### src/hdl/u8g_pkg.sv
// ----------------------------------------------------------------------------
// u8g_pkg
// Types, lead byte codes and the glyph slot map for the utf-8 glyph decoder.
// ----------------------------------------------------------------------------
package u8g_pkg;

    localparam int unsigned CODE_W  = 21;
    localparam int unsigned GLYPH_W = 8;
    localparam int unsigned BYTE_W  = 8;

    typedef logic [CODE_W-1:0]  t_code;
    typedef logic [GLYPH_W-1:0] t_glyph;
    typedef logic [BYTE_W-1:0]  t_byte;
    typedef logic [1:0]         t_count;

    // lead byte classes: (byte & mask) == match
    localparam t_byte LEAD2_MASK  = 8'hE0;
    localparam t_byte LEAD2_MATCH = 8'hC0;
    localparam t_byte LEAD3_MASK  = 8'hF0;
    localparam t_byte LEAD3_MATCH = 8'hE0;
    localparam t_byte LEAD4_MASK  = 8'hF8;
    localparam t_byte LEAD4_MATCH = 8'hF0;

    localparam t_count CONT_NONE = 2'd0;
    localparam t_count CONT_ONE  = 2'd1;
    localparam t_count CONT_TWO  = 2'd2;
    localparam t_count CONT_THREE = 2'd3;

    localparam t_code ASCII_FIRST = 21'd32;
    localparam t_code ASCII_LAST  = 21'd127;
    localparam t_code CYR_FIRST   = 21'd1040;
    localparam t_code CYR_LAST    = 21'd1103;
    localparam t_code CYR_OFFSET  = 21'd944;

    // font slot for one code point; unlisted codes take dflt (the last glyph)
    function automatic t_glyph glyph_for(input t_code cp, input t_glyph dflt);
        t_code  diff;
        t_glyph g;
        diff = '0;
        if (cp < ASCII_FIRST) begin
            g = '0;
        end else if (cp <= ASCII_LAST) begin
            diff = cp - ASCII_FIRST;
            g    = diff[GLYPH_W-1:0];
        end else if (cp >= CYR_FIRST && cp <= CYR_LAST) begin
            diff = cp - CYR_OFFSET;
            g    = diff[GLYPH_W-1:0];
        end else begin
            unique case (cp)
                21'd1030: g = 8'd41;
                21'd1031: g = 8'd162;
                21'd1111: g = 8'd163;
                21'd1110: g = 8'd73;
                21'd1028: g = 8'd160;
                21'd1108: g = 8'd161;
                21'd1025: g = 8'd37;
                21'd1105: g = 8'd69;
                21'd1168: g = 8'd164;
                21'd1169: g = 8'd165;
                21'd171,
                21'd187:  g = 8'd2;
                default:  g = dflt;
            endcase
        end
        return g;
    endfunction

endpackage

### src/hdl/utf8_to_glyph_index_unit.sv
// ----------------------------------------------------------------------------
// utf8_to_glyph_index_unit
// Decodes a utf-8 byte stream into code points and font glyph slots.
// ----------------------------------------------------------------------------
//  channel | dir | tdata (low bit up)                      | tlast
//  s       | in  | [7:0] text_byte                         | final_byte
//  m       | out | [20:0] code_point, [28:21] glyph_index  | final_char
//
// one byte is taken every cycle while s tready is high; a result is offered
// from the result register once its completing byte has passed the input register
// lead bytes that open a sequence give no result unless they are the last byte
// reset clears the sequence state and both valid flags
// when the result register is full and not taken, an item held in the input
// register waits there and s tready drops
module utf8_to_glyph_index_unit #(
    parameter int unsigned GLYPH_COUNT = 166
) (
    input  logic        i_clk,
    input  logic        i_rst_n,
    input  logic        i_s_tvalid,
    output logic        o_s_tready,
    input  logic [7:0]  i_s_tdata,   // [7:0] text_byte
    input  logic        i_s_tlast,
    output logic        o_m_tvalid,
    input  logic        i_m_tready,
    output logic [31:0] o_m_tdata,   // [20:0] code_point, [28:21] glyph_index
    output logic        o_m_tlast
);

    localparam u8g_pkg::t_glyph LAST_GLYPH = u8g_pkg::GLYPH_W'(GLYPH_COUNT - 1);

    // input register
    logic               r_in_valid;
    u8g_pkg::t_byte     r_in_byte;
    logic               r_in_last;

    // sequence state
    u8g_pkg::t_count    r_bexp, n_bexp;
    u8g_pkg::t_code     r_part, n_part;

    // result register
    logic               r_out_valid;
    u8g_pkg::t_code     r_out_code;
    u8g_pkg::t_glyph    r_out_glyph;
    logic               r_out_last;

    logic               out_free;
    logic               advance;
    logic               emit;
    u8g_pkg::t_code     emit_code;
    logic               emit_last;
    u8g_pkg::t_code     shifted;

    assign out_free   = !r_out_valid || i_m_tready;
    assign advance    = r_in_valid && out_free;
    assign o_s_tready = !r_in_valid || out_free;

    assign shifted = {r_part[u8g_pkg::CODE_W-7:0], r_in_byte[5:0]};

    always_comb begin
        n_bexp    = r_bexp;
        n_part    = r_part;
        emit      = 1'b0;
        emit_code = '0;
        emit_last = r_in_last;
        if (r_bexp != u8g_pkg::CONT_NONE) begin
            n_bexp = r_bexp - 2'd1;
            n_part = shifted;
            if (n_bexp == u8g_pkg::CONT_NONE) begin
                emit      = 1'b1;
                emit_code = shifted;
                n_part    = '0;
            end else if (r_in_last) begin
                // sequence cut short by the last byte
                emit   = 1'b1;
                n_bexp = u8g_pkg::CONT_NONE;
                n_part = '0;
            end
        end else if (!r_in_byte[7]) begin
            emit      = 1'b1;
            emit_code = u8g_pkg::CODE_W'(r_in_byte);
        end else begin
            priority if ((r_in_byte & u8g_pkg::LEAD2_MASK) == u8g_pkg::LEAD2_MATCH) begin
                n_bexp = u8g_pkg::CONT_ONE;
                n_part = u8g_pkg::CODE_W'(r_in_byte[4:0]);
            end else if ((r_in_byte & u8g_pkg::LEAD3_MASK) == u8g_pkg::LEAD3_MATCH) begin
                n_bexp = u8g_pkg::CONT_TWO;
                n_part = u8g_pkg::CODE_W'(r_in_byte[3:0]);
            end else if ((r_in_byte & u8g_pkg::LEAD4_MASK) == u8g_pkg::LEAD4_MATCH) begin
                n_bexp = u8g_pkg::CONT_THREE;
                n_part = u8g_pkg::CODE_W'(r_in_byte[2:0]);
            end else begin
                // stray continuation or invalid lead
                emit = 1'b1;
            end
            if (!emit && r_in_last) begin
                emit   = 1'b1;
                n_bexp = u8g_pkg::CONT_NONE;
                n_part = '0;
            end
        end
    end

    always_ff @(posedge i_clk) begin
        if (!i_rst_n) begin
            r_in_valid  <= 1'b0;
            r_out_valid <= 1'b0;
            r_bexp      <= u8g_pkg::CONT_NONE;
            r_part      <= '0;
        end else begin
            if (o_s_tready) begin
                r_in_valid <= i_s_tvalid;
            end
            if (advance) begin
                r_bexp <= n_bexp;
                r_part <= n_part;
            end
            if (out_free) begin
                r_out_valid <= advance && emit;
            end
        end
    end

    always_ff @(posedge i_clk) begin
        if (o_s_tready && i_s_tvalid) begin
            r_in_byte <= i_s_tdata;
            r_in_last <= i_s_tlast;
        end
        if (advance && emit) begin
            r_out_code  <= emit_code;
            r_out_glyph <= u8g_pkg::glyph_for(emit_code, LAST_GLYPH);
            r_out_last  <= emit_last;
        end
    end

    assign o_m_tvalid = r_out_valid;
    assign o_m_tdata  = {3'b000, r_out_glyph, r_out_code};
    assign o_m_tlast  = r_out_last;

    // no partial code is kept outside an open sequence
    a_part_idle: assert property (@(posedge i_clk) disable iff (!i_rst_n)
        (r_bexp == u8g_pkg::CONT_NONE) |-> (r_part == '0))
        else $error("partial code left without open sequence");

    // the last byte of a string always closes any open sequence
    a_last_closes: assert property (@(posedge i_clk) disable iff (!i_rst_n)
        (advance && r_in_last) |=> (r_bexp == u8g_pkg::CONT_NONE))
        else $error("sequence still open after last byte");

    // the last byte of a string always yields a result
    a_last_emits: assert property (@(posedge i_clk) disable iff (!i_rst_n)
        (advance && r_in_last) |=> (r_out_valid && r_out_last))
        else $error("last byte gave no final result");

    // control codes, and the error code zero, map to slot zero
    a_ctrl_glyph: assert property (@(posedge i_clk) disable iff (!i_rst_n)
        (r_out_valid && r_out_code < u8g_pkg::ASCII_FIRST) |-> (r_out_glyph == '0))
        else $error("control code with nonzero glyph");

endmodule
### config.mk
export PLATFORM = sky130hd
export DESIGN_NAME = utf8_to_glyph_index_unit
export DESIGN_NICKNAME = d
export VERILOG_FILES = /design/src/hdl/u8g_pkg.sv /design/src/hdl/utf8_to_glyph_index_unit.sv
export SDC_FILE = /design/constraint.sdc
export NUM_CORES = 1
export LEC_CHECK = 0
export ABC_AREA = 1
export CAP_MARGIN = 10
export CORE_ASPECT_RATIO = 1.5
export CORE_MARGIN = 1.5
export CORE_UTILIZATION = 56
export CTS_CLUSTER_SIZE = 14
export DETAILED_ROUTE_END_ITERATION = 12
export DONT_BUFFER_PORTS = 1
export PLACE_DENSITY = 0.79
export SLEW_MARGIN = 15
export SYNTH_ARGS = -nofsm -noshare
export SYNTH_HDL_FRONTEND = slang
export SYNTH_SLANG_ARGS = --single-unit
### constraint.sdc
create_clock -name i_clk -period 4.2 [get_ports i_clk]
set_input_delay 0.21 -clock i_clk [delete_from_list [all_inputs] [get_ports i_clk]]
set_output_delay 0.21 -clock i_clk [all_outputs]
set_load 0.02 [all_outputs]
==> results of run 1 <==
[cell families (layout without fill, tap and decap cells)]
kind of cell / Yosys count / count (layout)
compound gates: 57 / 57
fa+ha+maj: 3 / 3
buf+inv: 69 / 83
flops: 58 / 58
other cells: 1 / 3
simple gates: 236 / 236
[critical path: stages, from the launching register on]
cell and delay (ns):
dfxtp_1 0.33, inv_1 0.11, ha_1 0.54, inv_2 0.25, nand2_2 0.22, nand2_4 0.15
nand2_1 0.17, nand2_1 0.08, nor2_1 0.20, inv_1 0.09, nor2_2 0.15, nand2_1 0.07
and2_1 0.14, nand3_1 0.07, nand2_1 0.06, inv_2 0.05, nor2_2 0.03
[layer usage]
| metal | up-vias | global-route usage, % | routed length (microns) |
|---|---|---|---|
| li1 | 1412 | - | - |
| met1 | 1314 | 27.8 | 3010 |
| met2 | 101 | 43.9 | 4160 |
| met3 | 30 | 5.82 | 362 |
| met4 | 0 | 16.5 | 334 |
| met5 | - | 0 | 0 |
[what timing repair did]
| item | 4_1_cts | 5_1_grt |
|---|---|---|
| resized for setup | 0 | 0 |
| hold buffers | 10 | 0 |
| endpoints found under the hold margin | 10 | 0 |
[Yosys cell counts, types with 6 or more instances]
cell type,instances,share of area (%)
nand2_1,92,10
inv_1,52,5.7
nor2_1,48,5.2
edfxtp_1,39,34
nand3_1,39,5.7
a21oi_1,30,4.4
dfxtp_1,19,11
o21ai_0,15,2.2
nand2_2,13,2.4
nor2_2,10,1.8
nand3_2,8,2.3
a211oi_1,6,1.3
nand2_4,6,2.0
[layout make-up]
cell class	instances	area, sq um
fillers	498	2110
multi-input cells	299	1590
flip-flops and latches	58	1550
inverters	56	210
clock buffers	10	128
repair buffers	11	108
well taps	72	90.1
clock inverters	6	81.3
[report_power, final]
part | leakage, nW | switching (W) | internal, W
sequential | 0.530 | 0.0000350 | 0.000638
clock | 0.105 | 0.000216 | 0.000330
combinational | 1.05 | 0.0000883 | 0.0000341
total | 1.69 | 0.000340 | 0.00100
[path summary, 6_finish.rpt]
kind                           start                           end  slack, ns  cells after the start
max reg2reg   r_bexp[0]$_SDFFE_PN0P_  r_out_glyph[0]$_SDFFCE_PN0P_       1.24                     16
min                          i_rst_n       r_part[13]$_SDFFE_PN0P_      0.009                      2
max           r_bexp[0]$_SDFFE_PN0P_  r_out_glyph[0]$_SDFFCE_PN0P_       1.24                     16
min reg2reg  r_part[12]$_SDFFE_PN0P_       r_part[12]$_SDFFE_PN0P_       0.47                      2
[sequential cells by signal, indices dropped and copies added, names as in the netlist]
name / count
r_in_valid: 1
r_bexp: 2
o_m_tlast: 1
emit_last: 1
r_out_glyph: 8
r_in_byte: 8
o_m_tvalid: 1
r_part: 15
r_out_code: 21
[per-stage QoR]
step / utilization [%] / area, sq um
2_1_floorplan: - / 3440
3_3_place_gp: 58.7 / 3450
3_5_place_dp: 58.7 / 3450
4_1_cts: 64.0 / 3760
5_1_grt: 64.0 / 3760
6_report: 64.0 / 3760
==> metrics.md, run 1 <==
| Metric | Value |
|---|---|
| Status | complete, no violations |
| FF+latch count, synth | a little under 60 |
| First-pass GRT wire length | ~13,000 microns |
| Vias | around 2,900 |
| Worst Path Max Fanout | 14 |
| Max Slew Vio Count | 0 |
| Drt drc | 0 |
| Fin. Hold Viols | 0 |
| Minimum clock period | slightly below 3 ns |
| MaxCap Viol Count | 0 |
| Initial antenna violation count | 0 |
| Most frequent cells in the layout | 92 x nand2_1, 52 x inv_1, 48 x nor2_1, 39 x nand3_1, 39 x edfxtp_1 |
| TNS Setup | 0 ns |
| Routability cong. | 0.892 |
| CP endpoint kind | flop |
| Simple-gate share of the synthesized area | a little over a third |
| DRT iter0 DRCs | approximately 310 |
| Top FF cell, synth | edfxtp_1 |
| Synth cell types | 35 |
| Later-pin clock latency in the skew report | between 0.3 and 0.4 ns |
| H-tree depth | 3 |
| Post-Syn Area | ~0.0034 sq mm |
| Fin cells | ~500 |
| Final setup viols | 0 |
| Die height | 98.9 microns |
| HP Class | in2reg |
| Dpl ws | around 1.3 ns |
| Crit Path Class | reg2reg |
| Max Clk Rate | approximately 340 MHz |
| # IOs | 48 |
| Overflow after GRT | 0 |
| RSZ-0062 raised after global routing | no |
| Clock Tree Root | clkbuf_8 |
| Syn Inst Count | ~420 |
| Largest family of logic cells by synthesized area | simple AND/OR/NAND/NOR gates |
| DR pass1 iterations | 6 |
| Placed cells | ~490 |
| Tcrit/Tclk final | slightly above 70% |
| Nets | approximately 450 |
| Share of cells above drive strength 1 | 15.0% |
| Die area | around 0.0066 sq mm |
| Seq/Total Area, Yosys | between 40% and 50% |
| Adder-cell share of the synthesized area | about 1.1% |
| Commonest non-fill, non-tap cell in the layout | nand2_1 |
| Synth Area in Compound Gates | a little under a tenth |
| CORE AREA | between 0.005 and 0.006 sq mm |
| Worst-margin pin slew | just under 0.9 ns |
| Post-Route Skew | 0.00623 ns |
| DPL Wire Length | 5980 microns |
| Slew margin rel. | 41.1% |
| Largest net degree at the start of global routing | 29 |
| CTS tree | done |
| Leak pwr | ~1.7 nW |
| CTS Buf Count | 9 |
| Clk sinks | 58 |
| Synth Area in XOR/XNOR | 0% |
| Startpoint types | flop |
| Global-route usage over all layers | about 26% |
| Mux cell area share after synthesis | 0% |
| Final wirelength | 7860 microns |
| Port Buffer Count | 0 |
| Synthesis Warnings | 0 |
| Die width | 66.9 microns |
| # diodes | 0 |
| CTS Buffer Depth | 2 |
| Worst vdd ir | roughly 0.32 mV |
| Post-synth EDFFs | 39 |
| Asr flop ratio synth | 0% |
| Final WS setup | between 1 and 1.5 ns |
| Vias per cell | 5.58 |
| Post-CTS Setup Repair Bufs | 0 |
| Vias in the first global route | around 2,800 |
| Worst Path Arrival | 3.07 ns |
| Hold Slack | between 0.008 and 0.009 ns |
| PwrDens | ~360 mW/mm^2 |
| Wire per inst | 15.4 microns |
| Syn Area/Cell | between 8 and 9 sq um |
| FP Rows | 34 |
| Area Growth Syn to Fin | 9.36% |
| Worst Path Required | 4.30 ns |
| Antenna violation net count after detailed routing | 0 |
| Initial core utilization | 58.5% |
| Worst-path clk slew | about 0.060 ns |
| Pwr Total | about 0.0013 W |
(Power assumes the default switching activity.)
==> inputs of run 2 (changes only) <==
--- a/config.mk
+++ b/config.mk
@@ -13,7 +13,7 @@
 export CTS_CLUSTER_SIZE = 14
 export DETAILED_ROUTE_END_ITERATION = 12
 export DONT_BUFFER_PORTS = 1
-export PLACE_DENSITY = 0.79
+export PLACE_DENSITY = 0.82
 export SLEW_MARGIN = 15
 export SYNTH_ARGS = -nofsm -noshare
 export SYNTH_HDL_FRONTEND = slang
==> constraint.sdc (replaced) <==
create_clock -name i_clk -period 2.7 [get_ports i_clk]
set_input_delay 0.135 -clock i_clk [delete_from_list [all_inputs] [get_ports i_clk]]
set_output_delay 0.135 -clock i_clk [all_outputs]
set_load 0.02 [all_outputs]
==> metrics.md, run 2 (synthesis gave the netlist of run 1 again) <==
| Metric | Value |
|---|---|
| Worst-margin pin slew | 0.511 ns (was 0.884 ns) |
| Post-Route Skew | 0.0109 ns (was 0.00623 ns) |
| Clk sinks | 58 (unchanged) |
| HP Class | in2reg (unchanged) |
| Startpoint types | flop (unchanged) |
| Port Buffer Count | 0 (unchanged) |
| Wire per inst | 15.5 microns (was 15.4 microns) |
| Dpl ws | 0.195 ns (was 1.29 ns) |
| H-tree depth | 3 (unchanged) |
| PwrDens | 512 mW/mm^2 (was 357 mW/mm^2) |
| Die height | 98.9 microns (unchanged) |
| Slowest stage cell on the critical path | dfxtp_1 (was ha_1) |
| Tcrit/Tclk final | 89.8% (was 70.5%) |
| Vias in the first global route | 2,879 (was 2,752) |
| Later-pin clock latency in the skew report | 0.35 ns (about the same) |
| Buf/Inv on CP | 3 (was 4) |
| Largest regs | r_out_code: 21 flops, r_part: 15 flops (unchanged) |
| Worst Path Arrival | 2.52 ns (was 3.07 ns) |
| Worst-path clk slew | 0.07 ns (was 0.06 ns) |
| Vias | 2,921 (was 2,857) |
| Overflow after GRT | 0 (unchanged) |
| Placed cells | 491 (was 486) |
| Clock Tree Root | clkbuf_8 (unchanged) |
| Die area | 0.00662 sq mm (unchanged) |
| Leak pwr | 1.70 nW (was 1.69 nW) |
| CTS tree | done (unchanged) |
| Final WS setup | 0.275 ns (was 1.24 ns) |
| Crit Path Class | reg2reg (unchanged) |
| Max Clk Rate | 412 MHz (was 338 MHz) |
| Hold Slack | 0.166 ns (was 0.00863 ns) |
| Clock power frac | 35.6% (was 40.7%) |
| CTS Buffer Depth | 2 (unchanged) |
| MaxCap Viol Count | 0 (unchanged) |
| Share of cells above drive strength 1 | 16.6% (was 15.0%) |
| DRT iter0 DRCs | 357 (was 312) |
| Critical path's top delay family | simple AND/OR/NAND/NOR gates (unchanged) |
| RSZ-0062 raised after global routing | no (unchanged) |
| Comb power frac | 10.6% (was 9.1%) |
| Worst Path Required | 2.80 ns (was 4.30 ns) |
| TNS Setup | 0 ns (unchanged) |
| Max Slew Vio Count | 0 (unchanged) |
| Switching portion of total power | 29.0% (was 25.3%) |
| Worst vdd ir | 0.329 mV (was 0.321 mV) |
| First-pass GRT wire length | 13,100 microns (was 12,700 microns) |
| Top reg by flops | r_out_code (unchanged) |
| # IOs | 48 (unchanged) |
| NetSw | 0.000564 W (was 0.000340 W) |
| Most frequent cells in the layout | 92 x nand2_1, 52 x inv_1, 48 x nor2_1, 39 x nand3_1, 39 x edfxtp_1 (unchanged) |
| Slew margin rel. | 65.6% (was 41.1%) |
| DR pass1 iterations | 6 (unchanged) |
| Int Pwr | 0.00138 W (was 0.00100 W) |
| Minimum clock period | 2.42 ns (was 2.96 ns) |
| Antenna violation net count after detailed routing | 0 (unchanged) |
| Worst-path cell chain | inv_1, ha_2, inv_2, buf_4, nand3_4, nand3_2, nor2_4, nand2_2, nor2_1, nand2_1, o21ai_0, a21oi_1 (was inv_1, ha_1, inv_2, nand2_2, nand2_4, nand2_1, nand2_1, nor2_1, inv_1, nor2_2, nand2_1, and2_1, nand3_1, nand2_1, inv_2, nor2_2) |
| Vias per cell | 5.63 (was 5.58) |
| Initial antenna violation count | 0 (unchanged) |
| Fin. Hold Viols | 0 (unchanged) |
| Routability cong. | 0.907 (was 0.892) |
| Drt drc | 0 (unchanged) |
| Number of flip-flops under the largest register name | 21 (unchanged) |
| Largest net degree at the start of global routing | 29 (unchanged) |
| Nets | 458 (was 451) |
| # diodes | 0 (unchanged) |
| Status | complete, no violations (unchanged) |
| Area Growth Syn to Fin | 10.6% (was 9.36%) |
| Die width | 66.9 microns (unchanged) |
| FP Rows | 34 (unchanged) |
| CTS Buf Count | 9 (unchanged) |
| CORE AREA | 0.00587 sq mm (unchanged) |
| Max incr delay on CP | 0.34 ns (was 0.54 ns) |
| Post-CTS Setup Repair Bufs | 0 (unchanged) |
| Final wirelength | 8060 microns (was 7860 microns) |
| Worst Path Max Fanout | 10 (was 14) |
| DPL Wire Length | 6090 microns (was 5980 microns) |
| Final setup viols | 0 (unchanged) |
| Global-route usage over all layers | 26.3% (was 25.7%) |
| Finished Core Util | 64.7% (was 64.0%) |
| Commonest non-fill, non-tap cell in the layout | nand2_1 (unchanged) |
| CP endpoint kind | flop (unchanged) |
| Fin cells | 519 (was 512) |
| Sequential fraction of design power | 53.7% (was 50.2%) |
| Initial core utilization | 58.5% (unchanged) |
-- run 2: per-layer routing --
metal / track usage, % / up-vias / part of all wire (%)
li1: - / 1428 / -
met1: 28.0 / 1336 / 38
met2: 45.9 / 130 / 53
met3: 5.94 / 27 / 5.5
met4: 15.4 / 0 / 3.3
met5: 0 / - / 0
-- run 2: timing repair --
item	in CTS	in global routing
hold buffers	12	0
gates resized for setup	0	2
setup endpoints to repair	0	3
endpoints found under the hold margin	15	0
-- run 2: power by group through the flow --
stage                     Combinational (W)  Clock, W  Sequential [W]
after floorplan                    0.000151         0         0.00106
after global placement             0.000183         0         0.00106
after detailed placement           0.000188         0         0.00107
after CTS                          0.000203  0.000704         0.00105
after global routing               0.000228  0.000735         0.00105
final                              0.000207  0.000693         0.00105
-- run 2: area by class of cell --
cell class / count / area [sq um]
Timing Repair Buffer: 18 / 178
Multi-Input combinational cell: 299 / 1600
Inverter: 56 / 210
Sequential cell: 58 / 1550
Fill cell: 473 / 2070
Clock inverter: 7 / 45.0
Clock buffer: 9 / 124
Tap cell: 72 / 90.1
-- run 2: final timing paths --
path / start / end / slack (ns) / depth (start not counted)
setup / recovery: r_bexp[0]$_SDFFE_PN0P_ / r_out_glyph[4]$_SDFFCE_PN0P_ / 0.28 / 12
hold / removal: i_rst_n / r_part[8]$_SDFFE_PN0P_ / 0.17 / 2
setup reg to reg: r_bexp[0]$_SDFFE_PN0P_ / r_out_glyph[4]$_SDFFCE_PN0P_ / 0.28 / 12
hold reg to reg: r_part[12]$_SDFFE_PN0P_ / r_part[12]$_SDFFE_PN0P_ / 0.48 / 2
-- run 2: metrics by stage --
stage	total power, W	cell area (sq um)
2_1_floorplan	0.00121	3450
3_5_place_dp	0.00125	3500
3_3_place_gp	0.00125	3500
5_1_grt	0.00201	3800
4_1_cts	0.00195	3790
6_report	0.00195	3800
